`config.mk`:
```
export PLATFORM = sky130hd
export DESIGN_NAME = drrip_kind
export DESIGN_NICKNAME = d
export VERILOG_FILES = /design/src/hw/rtl/drrip_pkg.sv /design/src/hw/rtl/drrip_kind.sv
export SDC_FILE = /design/constraint.sdc
export NUM_CORES = 1
export LEC_CHECK = 0
export ABC_CLOCK_PERIOD_IN_PS = 2200
export BUFFER_PORTS_ARGS = -buffer_cell sky130_fd_sc_hd__clkbuf_2
export CORE_AREA = 2 2 39 41
export CTS_CLUSTER_DIAMETER = 200
export DETAILED_ROUTE_END_ITERATION = 10
export DIE_AREA = 0 0 41 43
export GPL_TIMING_DRIVEN = 0
export PLACE_DENSITY_LB_ADDON = 0.25
export SYNTH_ARGS = -nofsm -noshare
export SYNTH_HDL_FRONTEND = slang
export SYNTH_SLANG_ARGS = --single-unit
```
`constraint.sdc`:
```
create_clock -name clock -period 2.2 [get_ports clock]
set_clock_uncertainty 0.2 [all_clocks]
set_input_delay 0.44 -clock clock [delete_from_list [all_inputs] [get_ports clock]]
set_output_delay 0.44 -clock clock [all_outputs]
set_load 0.02 [all_outputs]
```
`src/hw/rtl/drrip_pkg.sv`:
```
// ----------------------------------------------------------------------------
// DRRIP package
// Shared codes, field widths and a helper function for the DRRIP replacement
// policy block.
// ----------------------------------------------------------------------------
`default_nettype none

package drrip_pkg;

   // Fixed widths of the word fields
   localparam int OPCODE_W  = 1;
   localparam int SET_IDX_W = 11;
   localparam int WAY_IN_W  = 4;
   localparam int MASK_W    = 16;
   localparam int VICTIM_W  = 4;
   localparam int SEL_OUT_W = 10;
   localparam int SEED_W    = 16;

   // Operation codes
   localparam logic OP_VICTIM = 1'b0;
   localparam logic OP_UPDATE = 1'b1;

   // Re-reference values
   typedef logic [1:0] rrpv_type;
   localparam rrpv_type RRPV_NEAR    = 2'd0;
   localparam rrpv_type RRPV_LONG    = 2'd2;
   localparam rrpv_type RRPV_DISTANT = 2'd3;

   // Set classification for set dueling
   typedef logic [1:0] kind_type;
   localparam kind_type KIND_STATIC  = 2'd0;
   localparam kind_type KIND_BIMODAL = 2'd1;
   localparam kind_type KIND_FOLLOW  = 2'd2;

   // Bimodal draw: Galois LFSR, near insertion when the low bits are all zero
   localparam logic [SEED_W-1:0] LFSR_TAPS = 16'hB400;
   localparam logic [SEED_W-1:0] LFSR_ONE  = 16'h0001;
   localparam int                BIP_W     = 5;

   function automatic logic [SEED_W-1:0] lfsr_step(input logic [SEED_W-1:0] x);
      logic [SEED_W-1:0] sh;
      sh = x >> 1;
      return x[0] ? (sh ^ LFSR_TAPS) : sh;
   endfunction

endpackage

`default_nettype wire

```
`src/hw/rtl/drrip_kind.sv`:
```
// ----------------------------------------------------------------------------
// DRRIP set classifier
// Three-stage pipeline that tells static leaders, bimodal leaders and
// followers apart. Leader i sits at set floor(i*SETS/LEADERS); the unit
// forms i = ceil(s*LEADERS/SETS) by a reciprocal multiply with one
// correction step and checks that leader i lands on set s.
// ----------------------------------------------------------------------------
`default_nettype none

module drrip_kind import drrip_pkg::*; #(
   parameter int SETS    = 2048,
   parameter int LEADERS = 64,
   parameter int SET_W   = 11
) (
   input  wire logic             clock,
   input  wire logic [SET_W-1:0] set_idx,
   output kind_type              kind
);

   localparam int LDR_W = $clog2(LEADERS + 1);
   localparam int T_W   = SET_W + LDR_W;
   localparam int Y_W   = T_W + 1;
   localparam int K_SH  = Y_W;
   localparam longint unsigned RECIP = (64'd1 << K_SH) / SETS;
   localparam int R_W   = $clog2(RECIP + 1);
   localparam int P_W   = Y_W + R_W;
   localparam int Q_W   = LDR_W + 1;

   logic [T_W-1:0] prod_sl_ff;
   logic [Y_W-1:0] num_ff;
   logic [P_W-1:0] prod_q_ff;
   kind_type       kind_ff;

   logic [Y_W-1:0] num;
   logic [Q_W-1:0] quo_est;
   logic [Y_W-1:0] quo_set;
   logic [Y_W-1:0] rem_est;
   logic [Q_W-1:0] quo;
   logic [Y_W-1:0] rem;
   kind_type       kind_in;

   // Stage 1: s * LEADERS
   always_ff @(posedge clock) begin
      prod_sl_ff <= T_W'(set_idx) * T_W'(LEADERS);
   end

   // Stage 2: numerator for the ceiling, times the reciprocal of SETS
   assign num = Y_W'(prod_sl_ff) + Y_W'(SETS - 1);

   always_ff @(posedge clock) begin
      num_ff    <= num;
      prod_q_ff <= P_W'(num) * P_W'(RECIP);
   end

   // Stage 3: correct the quotient estimate and classify
   always_comb begin
      quo_est = Q_W'(prod_q_ff >> K_SH);
      quo_set = Y_W'(quo_est) * Y_W'(SETS);
      rem_est = num_ff - quo_set;
      if (rem_est >= Y_W'(SETS)) begin
         quo = quo_est + Q_W'(1);
         rem = rem_est - Y_W'(SETS);
      end else begin
         quo = quo_est;
         rem = rem_est;
      end
      if ((quo >= Q_W'(LEADERS)) || ((rem + Y_W'(LEADERS)) < Y_W'(SETS))) begin
         kind_in = KIND_FOLLOW;
      end else if (quo < Q_W'(LEADERS / 2)) begin
         kind_in = KIND_STATIC;
      end else begin
         kind_in = KIND_BIMODAL;
      end
   end

   always_ff @(posedge clock) begin
      kind_ff <= kind_in;
   end

   assign kind = kind_ff;

endmodule

`default_nettype wire

```
## Word level (Yosys, flattened, before mapping)

Index checks and enable logic that the tools add are counted.
Widths: inputs -> output; s select.

| operators by class | value |
|---|---|
| add/subtract/negate cells | 5 |
| magnitude comparators | 4 |
| reduce and logical (&&, ||, !) cells | 1 |
| muxes and demuxes | 3 |

Operators by type and width:

| kind | number |
|---|---|
| $add 19x7->19 const B | 1 |
| $ge 19x12->1 const B | 1 |
| $lt 19x12->1 const B | 1 |
| $mux 19 | 1 |
| $sub 18x18->19 | 1 |
| $sub 19x12->19 const B | 1 |
| $add 17x11->18 const B | 1 |
| $add 7x1->8 const B | 1 |
| $ge 8x7->1 const B | 1 |
| $lt 8x6->1 const B | 1 |
| $mux 8 | 1 |
| $logic_or 1x1->1 | 1 |
| $mux 1 | 1 |

| word-level totals | value |
|---|---|
| output and inout bits | 2 |
| register bits after elaboration | 31 |
| input port bits | 12 |
| logic and storage cells | 16 |

## Logic depth before layout (Yosys ltp)

Gate-level depths: netlist (run 1).

| logic depth | value |
|---|---|
| depth in word-level cells | 6 |
| gate-level depth with buffers | 5 |
| mapped depth without buffers | 5 |

## Worst setup path after synthesis (run 1)

OpenSTA, ideal clock, no wires.

| timing path | value |
|---|---|
| path type | reg2reg |
| start point | register prod_sl_ff[6] |
| end point | register num_ff[16] |
| period minus slack after synthesis | 1.473 ns |
| library setup time | 0.072 ns |
| path slack | 0.727 ns |
| data required time | 1.928 ns |
| path buffers | 0 |
| arrival time | 1.201 ns |
| stages on the path, launching flop included | 6 |
| path through | dfxtp_1 -> inv_1 -> ha_1 -> or4b_4 -> nand3_1 -> xnor2_1 |

| between the ends | value |
|---|---|
| cells in the longest elaborated chain, start to end | 1 |

RTL lines:

| element | RTL line | text |
|---|---|---|
| start, declared | drrip_kind.sv:29 | `logic [T_W-1:0] prod_sl_ff;` |
| start signal, assigned | drrip_kind.sv:44 | `prod_sl_ff <= T_W'(set_idx) * T_W'(LEADERS);` |
| $add 17x11->18 | drrip_kind.sv:48 | `assign num = Y_W'(prod_sl_ff) + Y_W'(SETS - 1);` |
| named net num[16] | drrip_kind.sv:34 | `logic [Y_W-1:0] num;` |
| end signal, assigned | drrip_kind.sv:51 | `num_ff <= num;` |
| end, declared | drrip_kind.sv:30 | `logic [Y_W-1:0] num_ff;` |

The timed path passes the listed nets, and every way through them passes these cells.
A chain may end at the register's enable or synchronous reset.

## Final worst setup path (run 1)

Ends and elaborated chain as after synthesis.

==> impl_metrics.xml, run 1 <==
<?xml version="1.0" encoding="UTF-8"?>
<metrics>
  <group name="outcome">
    <metric name="status" unit="">finished clean</metric>
  </group>
  <group name="route">
    <metric name="detailed_route_drc_error_count" unit="">0</metric>
    <metric name="avgRoutedWirePerCell" unit="um">8.08</metric>
    <metric name="routed-via-count" unit="">324</metric>
    <metric name="drt-vias-per-instance" unit="">4.44</metric>
    <metric name="detailedRoute.firstPassIterationCount" unit="">2</metric>
    <metric name="drt-total-wl" unit="um">590</metric>
    <metric name="dr.first_iter.drc_count" unit="">1</metric>
    <metric name="ant_nets" unit="">0</metric>
  </group>
  <group name="setup_path">
    <metric name="setup.worst_path.end_class" unit="">flip-flop</metric>
    <metric name="worst-r2r-setup-slack" unit="ns">0.63</metric>
    <metric name="worst_r2r_path_depth" unit="">5</metric>
    <metric name="worst-path-max-fanout" unit="">3</metric>
    <metric name="worstSetupPathType" unit="">flip-flop to flip-flop</metric>
    <metric name="rr_endpoint" unit="">num_ff[16]$_DFF_P_</metric>
    <metric name="critical_path_required" unit="ns">2.23</metric>
    <metric name="reg2reg_from" unit="">prod_sl_ff[6]$_DFF_P_</metric>
    <metric name="worstPathArrival" unit="ns">1.59</metric>
    <metric name="critical_path.startpoint_type" unit="">flip-flop</metric>
  </group>
  <group name="logic_synthesis">
    <metric name="syn_area" unit="um^2">546</metric>
    <metric name="ys_flop_type" unit="">sky130_fd_sc_hd__dfxtp_1</metric>
    <metric name="synthesis.yosys.warnings" unit="">0</metric>
    <metric name="synth.net_count" unit="">54</metric>
    <metric name="ys_seq_elements" unit="">20</metric>
    <metric name="synth.top_cells.by_area" unit="">sky130_fd_sc_hd__dfxtp_1 (73%), sky130_fd_sc_hd__and4b_1 (3.7%), sky130_fd_sc_hd__inv_1 (3.4%)</metric>
    <metric name="synth.distinct_cells" unit="">14</metric>
    <metric name="synth.cells.most_frequent" unit="">sky130_fd_sc_hd__dfxtp_1 (20), sky130_fd_sc_hd__inv_1 (5)</metric>
    <metric name="synth_most_common_cell" unit="">sky130_fd_sc_hd__dfxtp_1</metric>
    <metric name="post_synth_top_area_share" unit="%">73.4</metric>
    <metric name="avgSynthCellArea" unit="um^2">13.3</metric>
    <metric name="yosys.area.top_type" unit="">sky130_fd_sc_hd__dfxtp_1</metric>
    <metric name="synth-edff-count" unit="">0</metric>
    <metric name="seq_area_frac_synth" unit="%">73.4</metric>
    <metric name="syn-instance-count" unit="">41</metric>
    <metric name="postSynth.asyncResetShare" unit="%">0</metric>
  </group>
  <group name="sta">
    <metric name="slew_headroom" unit="%">86.8</metric>
    <metric name="finalCritPeriodShare" unit="%">71.2</metric>
    <metric name="rsz0062_at_grt" unit="">false</metric>
    <metric name="setup-tns-final" unit="ns">0</metric>
    <metric name="worstMarginPinSlew" unit="ns">0.196</metric>
    <metric name="maxClockFrequency" unit="MHz">638</metric>
    <metric name="slew_violations" unit="">0</metric>
    <metric name="finalSetupViolations" unit="">0</metric>
    <metric name="period_needed" unit="ns">1.57</metric>
    <metric name="timing_hold_violations_final" unit="">0</metric>
  </group>
  <group name="placed_design">
    <metric name="place_congestion" unit="">0.725</metric>
    <metric name="placedInstanceArea" unit="um^2">631</metric>
    <metric name="dpl.cell_count" unit="">70</metric>
    <metric name="numPortBuffers" unit="">13</metric>
    <metric name="dp_hpwl" unit="um">464</metric>
  </group>
  <group name="clocking">
    <metric name="path_clk_slew" unit="ns">0.09</metric>
    <metric name="tritoncts" unit="">built</metric>
    <metric name="clock-root-buffer" unit="">sky130_fd_sc_hd__clkbuf_4</metric>
    <metric name="post_cts_setup_buffers" unit="">0</metric>
    <metric name="cts-htree-levels" unit="">1</metric>
    <metric name="cts.sink_count" unit="">20</metric>
    <metric name="ctsLongestPathBuffers" unit="">2</metric>
    <metric name="hold_buffers" unit="">0</metric>
    <metric name="clk_latency" unit="ns">0.29</metric>
    <metric name="post_cts.resized_instances" unit="">0</metric>
    <metric name="cts_inserted_buffers" unit="">3</metric>
  </group>
  <group name="global_routing">
    <metric name="grt_pass1_wl" unit="um">1170</metric>
    <metric name="grt_start_max_net_pins" unit="">11</metric>
    <metric name="total_grt_overflow" unit="">0</metric>
    <metric name="grt_usage" unit="%">10.3</metric>
    <metric name="grt_antenna_before_repair" unit="">0</metric>
    <metric name="via_count_of_the_first_global_routing_pass" unit="">325</metric>
  </group>
  <group name="cells_and_area">
    <metric name="area_growth" unit="%">19.7</metric>
    <metric name="antenna_cells" unit="">0</metric>
    <metric name="fin_cells" unit="">73</metric>
    <metric name="final_cell_area" unit="um^2">653</metric>
    <metric name="nets" unit="">72</metric>
    <metric name="proportion_of_layout_cells_with_a_drive_suffix_above_1" unit="%">33.3</metric>
  </group>
  <group name="hold_path">
    <metric name="hp-start" unit="">set_idx[8]</metric>
    <metric name="whs_path_depth" unit="">1</metric>
    <metric name="timing.hold.worst_endpoint" unit="">prod_sl_ff[14]$_DFF_P_</metric>
    <metric name="holdCritPathClass" unit="">input port to flip-flop</metric>
  </group>
  <group name="floorplan">
    <metric name="core-area" unit="um^2">1380</metric>
    <metric name="io_pins" unit="">14</metric>
    <metric name="die_height" unit="um">43</metric>
    <metric name="initial_standard_cell_utilization_of_the_core" unit="%">39.4</metric>
    <metric name="placementRows" unit="">14</metric>
    <metric name="die-area" unit="um^2">1760</metric>
    <metric name="floorplan.die.width" unit="um">41</metric>
  </group>
  <group name="power">
    <metric name="power.density" unit="nW/um^2">873</metric>
    <metric name="worst_ir_drop_vdd" unit="mV">0.417</metric>
    <metric name="power.static_leakage" unit="nW">0.312</metric>
  </group>
  <group name="run">
    <metric name="drv_cap" unit="">0</metric>
  </group>
</metrics>
state kept, by name, summed over array words and instances, names as in the netlist:
signal / count
num_ff: 7
kind: 2
prod_sl_ff: 11
worst max path at each step:
stage | start | endpoint | slack (ns) | cells after the start
after CTS | prod_sl_ff[6]$_DFF_P_ | num_ff[16]$_DFF_P_ | 0.62 | 5
after detailed placement | prod_sl_ff[6]$_DFF_P_ | num_ff[16]$_DFF_P_ | 0.65 | 5
after global placement | prod_sl_ff[6]$_DFF_P_ | num_ff[16]$_DFF_P_ | 0.65 | 5
after floorplan | prod_sl_ff[6]$_DFF_P_ | num_ff[16]$_DFF_P_ | 0.73 | 5
after global routing | prod_sl_ff[6]$_DFF_P_ | num_ff[16]$_DFF_P_ | 0.52 | 5
final | prod_sl_ff[6]$_DFF_P_ | num_ff[16]$_DFF_P_ | 0.63 | 5
metrics by stage:
stage	utilization (%)	hold WS (ns)	worst slack [ns]	power (mW)
finish	47.2	0.0434	0.634	0.570
detailed placement	45.6	0.199	0.645	0.423
CTS	47.2	0.0392	0.621	0.576
global route	47.2	0.0242	0.525	0.602
floorplan	-	0.175	0.727	0.410
global placement	45.6	0.200	0.651	0.422
placed cells by master, fill, tap and decap left out, types with 2 or more instances in the layout:
cell type,instances
sky130_fd_sc_hd__clkbuf_2,13
sky130_fd_sc_hd__clkbuf_4,3
sky130_fd_sc_hd__o31ai_1,2
sky130_fd_sc_hd__nand2_1,2
sky130_fd_sc_hd__inv_1,5
sky130_fd_sc_hd__nand3_1,2
sky130_fd_sc_hd__dfxtp_1,20
sky130_fd_sc_hd__and4b_1,2
layout make-up:
type                       instances  area, um^2
multi-input combinational         16         126
fill                             122         731
tap                               16        20.0
timing repair buffer              13        65.1
clock buffer                       3        22.5
inverter                           5        18.8
sequential                        20         400
report_power, final:
| part | leakage [nW] | internal [mW] | switching [mW] |
|---|---|---|---|
| sequential | 0.168 | 0.382 | 0.00840 |
| clock | 0.0138 | 0.0637 | 0.0930 |
| combinational | 0.131 | 0.0144 | 0.00852 |
| total | 0.312 | 0.460 | 0.110 |
metal layers:
layer / wire length (um) / part of all wire (%) / track usage (%)
met1: 242 / 41 / 11.4
met2: 264 / 45 / 14.4
met3: 62 / 11 / 4.71
met4: 21 / 3.6 / 8.00
met5: 0 / 0 / 0
critical path: stages (launching register included):
cell	delay, ns
sky130_fd_sc_hd__dfxtp_1	0.33
sky130_fd_sc_hd__inv_1	0.07
sky130_fd_sc_hd__ha_1	0.20
sky130_fd_sc_hd__or4b_4	0.48
sky130_fd_sc_hd__nand3_1	0.12
sky130_fd_sc_hd__xnor2_1	0.11
cells by family after synthesis:
logic type	count (synthesis)	share of synthesized area [%]
buffers and inverters	5	3.44
XOR/XNOR	2	3.21
flip-flops	20	73.4
AO/OA/AOI/OAI	2	2.75
adder cells (fa/ha/maj)	1	2.29
AND/OR/NAND/NOR	11	14.9
Note: power is estimated with default switching activity, not from simulation.
==> run 2, diff against run 1 <==
--- a/config.mk
+++ b/config.mk
@@ -5,12 +5,13 @@
 export SDC_FILE = /design/constraint.sdc
 export NUM_CORES = 1
 export LEC_CHECK = 0
-export ABC_CLOCK_PERIOD_IN_PS = 2200
+export ABC_AREA = 1
+export ABC_CLOCK_PERIOD_IN_PS = 1300
 export BUFFER_PORTS_ARGS = -buffer_cell sky130_fd_sc_hd__clkbuf_2
-export CORE_AREA = 2 2 39 41
+export CORE_MARGIN = 2
+export CORE_UTILIZATION = 42
 export CTS_CLUSTER_DIAMETER = 200
 export DETAILED_ROUTE_END_ITERATION = 10
-export DIE_AREA = 0 0 41 43
 export GPL_TIMING_DRIVEN = 0
 export PLACE_DENSITY_LB_ADDON = 0.25
 export SYNTH_ARGS = -nofsm -noshare
==> constraint.sdc (replaced) <==
create_clock -name clock -period 1.3 [get_ports clock]
set_clock_uncertainty 0.2 [all_clocks]
set_input_delay 0.26 -clock clock [delete_from_list [all_inputs] [get_ports clock]]
set_output_delay 0.26 -clock clock [all_outputs]
set_load 0.02 [all_outputs]
==> run 2 against run 1 <==
Effect of this change:
- register-to-register slack worse by 0.58 ns
- worst setup slack worse by 0.58 ns
- clock power rose to 3.1 times the previous value
- routed wire length up 68%
- non-clock buffer count up 12
- sequential cell count unchanged
- largest power group unchanged
- total power up 120%
- largest cell class unchanged
==> impl_metrics.xml, run 2 <==
<?xml version="1.0" encoding="UTF-8"?>
<metrics>
  <group name="outcome">
    <metric name="status" unit="">finished clean</metric>
  </group>
  <group name="cells_and_area">
    <metric name="area_growth" unit="%">48.7</metric>
    <metric name="largest-register" unit="">prod_sl_ff</metric>
    <metric name="most_used_cells_in_the_layout_excluding_fill_and_tap_cells" unit="">sky130_fd_sc_hd__dfxtp_1 (18), sky130_fd_sc_hd__dlygate4sd3_1 (11), sky130_fd_sc_hd__clkbuf_2 (11), sky130_fd_sc_hd__nand2_1 (10), sky130_fd_sc_hd__inv_1 (7)</metric>
    <metric name="proportion_of_layout_cells_with_a_drive_suffix_above_1" unit="%">32.9</metric>
    <metric name="largest_register_ff_count" unit="">11</metric>
    <metric name="final-seq-area" unit="um^2">403</metric>
    <metric name="final_cell_area" unit="um^2">860</metric>
    <metric name="antenna_cells" unit="">0</metric>
    <metric name="final_common_cell" unit="">sky130_fd_sc_hd__dfxtp_1</metric>
    <metric name="nets" unit="">99</metric>
    <metric name="fin_cells" unit="">100</metric>
    <metric name="multi_input_comb_area" unit="um^2">164</metric>
    <metric name="nFillCells" unit="">116</metric>
  </group>
  <group name="placed_design">
    <metric name="dp_hpwl" unit="um">528</metric>
    <metric name="numPortBuffers" unit="">13</metric>
    <metric name="place_congestion" unit="">0.764</metric>
    <metric name="dpl.cell_count" unit="">84</metric>
    <metric name="placedInstanceArea" unit="um^2">662</metric>
  </group>
  <group name="setup_path">
    <metric name="worst-path-max-fanout" unit="">4</metric>
    <metric name="setup.worst_path.end_class" unit="">flip-flop</metric>
    <metric name="critical_path_required" unit="ns">1.30</metric>
    <metric name="rr_endpoint" unit="">num_ff[10]$_DFF_P_</metric>
    <metric name="worstSetupPathType" unit="">flip-flop to flip-flop</metric>
    <metric name="worst-r2r-setup-slack" unit="ns">0.05</metric>
    <metric name="critical_path.startpoint_type" unit="">flip-flop</metric>
    <metric name="reg2reg_from" unit="">prod_sl_ff[6]$_DFF_P_</metric>
    <metric name="cp-startpoint" unit="">prod_sl_ff[6]$_DFF_P_</metric>
    <metric name="worstPathArrival" unit="ns">1.25</metric>
    <metric name="worst_r2r_path_depth" unit="">7</metric>
  </group>
  <group name="route">
    <metric name="detailed_route_drc_error_count" unit="">0</metric>
    <metric name="routed-via-count" unit="">409</metric>
    <metric name="ant_nets" unit="">0</metric>
    <metric name="avgRoutedWirePerCell" unit="um">9.89</metric>
    <metric name="detailedRoute.firstPassIterationCount" unit="">1</metric>
    <metric name="drt-vias-per-instance" unit="">4.09</metric>
    <metric name="drt-total-wl" unit="um">989</metric>
    <metric name="dr.first_iter.drc_count" unit="">0</metric>
  </group>
  <group name="floorplan">
    <metric name="initial_standard_cell_utilization_of_the_core" unit="%">44.4</metric>
    <metric name="io_pins" unit="">14</metric>
    <metric name="die-area" unit="um^2">1690</metric>
    <metric name="die_height" unit="um">41.1</metric>
    <metric name="core-area" unit="um^2">1300</metric>
    <metric name="floorplan.die.width" unit="um">41.1</metric>
    <metric name="placementRows" unit="">13</metric>
  </group>
  <group name="power">
    <metric name="power.static_leakage" unit="nW">0.403</metric>
    <metric name="sequentialPowerShare" unit="%">53.6</metric>
    <metric name="worst_ir_drop_vdd" unit="mV">0.840</metric>
    <metric name="p_switching" unit="mW">0.229</metric>
    <metric name="cellInternalPower" unit="mW">1.01</metric>
    <metric name="finalPower" unit="mW">1.24</metric>
    <metric name="power.combinational.fraction" unit="%">7.0</metric>
    <metric name="power.density" unit="nW/um^2">1440</metric>
    <metric name="clock_network_fraction_of_design_power" unit="%">39.4</metric>
    <metric name="switch_share" unit="%">18.4</metric>
  </group>
  <group name="logic_synthesis">
    <metric name="syn-instance-count" unit="">56</metric>
    <metric name="synth.distinct_cells" unit="">13</metric>
    <metric name="synth.top_cells.by_area" unit="">sky130_fd_sc_hd__dfxtp_1 (69%), sky130_fd_sc_hd__nand2_1 (6.5%), sky130_fd_sc_hd__inv_1 (5.8%)</metric>
    <metric name="synth.net_count" unit="">69</metric>
    <metric name="synth.cells.most_frequent" unit="">sky130_fd_sc_hd__dfxtp_1 (20), sky130_fd_sc_hd__nand2_1 (10), sky130_fd_sc_hd__inv_1 (9), sky130_fd_sc_hd__nor2_1 (5)</metric>
    <metric name="postSynth.asyncResetShare" unit="%">0</metric>
    <metric name="synthesis.yosys.warnings" unit="">0</metric>
    <metric name="ys_seq_elements" unit="">20</metric>
    <metric name="ys_flop_type" unit="">sky130_fd_sc_hd__dfxtp_1</metric>
    <metric name="seq_area_frac_synth" unit="%">69.3</metric>
    <metric name="avgSynthCellArea" unit="um^2">10.3</metric>
    <metric name="yosys.area.top_type" unit="">sky130_fd_sc_hd__dfxtp_1</metric>
    <metric name="syn_area" unit="um^2">578</metric>
    <metric name="synth-edff-count" unit="">0</metric>
    <metric name="synth_most_common_cell" unit="">sky130_fd_sc_hd__dfxtp_1</metric>
    <metric name="post_synth_top_area_share" unit="%">69.3</metric>
  </group>
  <group name="sta">
    <metric name="maxClockFrequency" unit="MHz">801</metric>
    <metric name="slew_headroom" unit="%">87.6</metric>
    <metric name="finalCritPeriodShare" unit="%">96.0</metric>
    <metric name="period_needed" unit="ns">1.25</metric>
    <metric name="finalSetupViolations" unit="">0</metric>
    <metric name="slew_violations" unit="">0</metric>
    <metric name="worstMarginPinSlew" unit="ns">0.185</metric>
    <metric name="timing_hold_violations_final" unit="">0</metric>
  </group>
  <group name="clocking">
    <metric name="path_clk_slew" unit="ns">0.11</metric>
    <metric name="clock-root-buffer" unit="">sky130_fd_sc_hd__clkbuf_4</metric>
    <metric name="cts_inserted_buffers" unit="">3</metric>
    <metric name="cts-htree-levels" unit="">1</metric>
    <metric name="ctsLongestPathBuffers" unit="">2</metric>
    <metric name="clk_latency" unit="ns">0.29</metric>
    <metric name="cts.sink_count" unit="">20</metric>
    <metric name="tritoncts" unit="">built</metric>
  </group>
  <group name="hold_path">
    <metric name="timing.hold.worst_endpoint" unit="">kind[0]$_SDFF_PP0_</metric>
    <metric name="hp-start" unit="">num_ff[16]$_DFF_P_</metric>
    <metric name="holdCritPathClass" unit="">flip-flop to flip-flop</metric>
    <metric name="whs_path_depth" unit="">2</metric>
  </group>
  <group name="global_routing">
    <metric name="grt_pass1_wl" unit="um">1300</metric>
    <metric name="grt_usage" unit="%">13.5</metric>
    <metric name="total_grt_overflow" unit="">0</metric>
    <metric name="via_count_of_the_first_global_routing_pass" unit="">335</metric>
    <metric name="grt_antenna_before_repair" unit="">0</metric>
    <metric name="grt_start_max_net_pins" unit="">13</metric>
  </group>
  <group name="run">
    <metric name="drv_cap" unit="">0</metric>
  </group>
</metrics>
## run 2: cell types whose count changed after synthesis, sizes merged, moves of 2 or more
cell | before | now
nand2 | 2 | 12
inv | 5 | 9
nor2 | 2 | 6
and4b | 2 | 0
nand4 | 0 | 2
o31ai | 2 | 0
## run 2: critical path: stages, from the launching register on
cell and delay, ns:
sky130_fd_sc_hd__dfxtp_2 0.33, sky130_fd_sc_hd__inv_2 0.09, sky130_fd_sc_hd__ha_4 0.15, sky130_fd_sc_hd__inv_4 0.04, sky130_fd_sc_hd__nor2_4 0.11, sky130_fd_sc_hd__inv_1 0.06
sky130_fd_sc_hd__o21ai_1 0.11, sky130_fd_sc_hd__nand2_1 0.05
## run 2: cell families (layout without fill, tap and decap cells)
| group | count (synthesis) | after routing | share of synthesized area, % |
|---|---|---|---|
| adders and majority gates | 1 | 1 | 2.16 |
| buffers and inverters | 9 | 38 | 5.84 |
| DFF | 20 | 20 | 69.3 |
| xor gates and xnor gates | 1 | 1 | 1.52 |
| and+or+nand+nor | 24 | 24 | 20.3 |
| AOI/OAI and AO/OA | 1 | 1 | 0.865 |
## run 2: power by group through the flow
stage,clock network [mW],logic (mW),registers [mW]
2_1_floorplan,0,0.0278,0.676
3_3_place_gp,0,0.0480,0.676
3_5_place_dp,0,0.0493,0.677
4_1_cts,0.500,0.0759,0.663
5_1_grt,0.536,0.0967,0.669
6_report,0.489,0.0870,0.665
## run 2: per-stage QoR
step	hold WS [ns]	TNS, ns	setup slack (ns)	utilization [%]
floorplan	0.0877	0	0.0527	-
global placement	0.162	-0.0506	-0.0506	50.9
detailed placement	0.164	-0.0308	-0.0308	50.9
CTS	0.209	0	0.0311	63.6
global route	0.213	-0.0252	-0.0163	66.1
finish	0.212	0	0.0519	66.1
## run 2: area by class of cell
class                           instances  area share, %
Clock inverter                          1           3.49
Sequential cell                        20           46.9
Multi-Input combinational cell         27           19.1
Clock buffer                            3           2.62
Timing Repair Buffer                   25           21.5
Tap cell                               15           2.18
Inverter                                9           4.22
## run 2: worst max-delay path by stage
| stage | to | cells after the start |
|---|---|---|
| 6_report | num_ff[10]$_DFF_P_ | 7 |
| 5_1_grt | num_ff[16]$_DFF_P_ | 8 |
| 4_1_cts | num_ff[10]$_DFF_P_ | 7 |
| 3_5_place_dp | num_ff[10]$_DFF_P_ | 7 |
| 3_3_place_gp | num_ff[10]$_DFF_P_ | 7 |
| 2_1_floorplan | num_ff[10]$_DFF_P_ | 7 |
## run 2: metal layers
layer	track usage [%]	vias up	routed length, um
li1	-	226	-
met1	13.5	172	395
met2	20.3	9	541
met3	6.52	2	40
met4	12.1	0	12
met5	0	-	0
## run 2: timing repair
| action | 4_1_cts | 5_1_grt |
|---|---|---|
| hold buffers | 11 | 0 |
| endpoints found under the hold margin | 11 | 0 |
| endpoints found under the setup margin | 1 | 4 |
| pin swaps | 0 | 1 |
| buffers inserted | 0 | 1 |
| resized for setup | 2 | 11 |
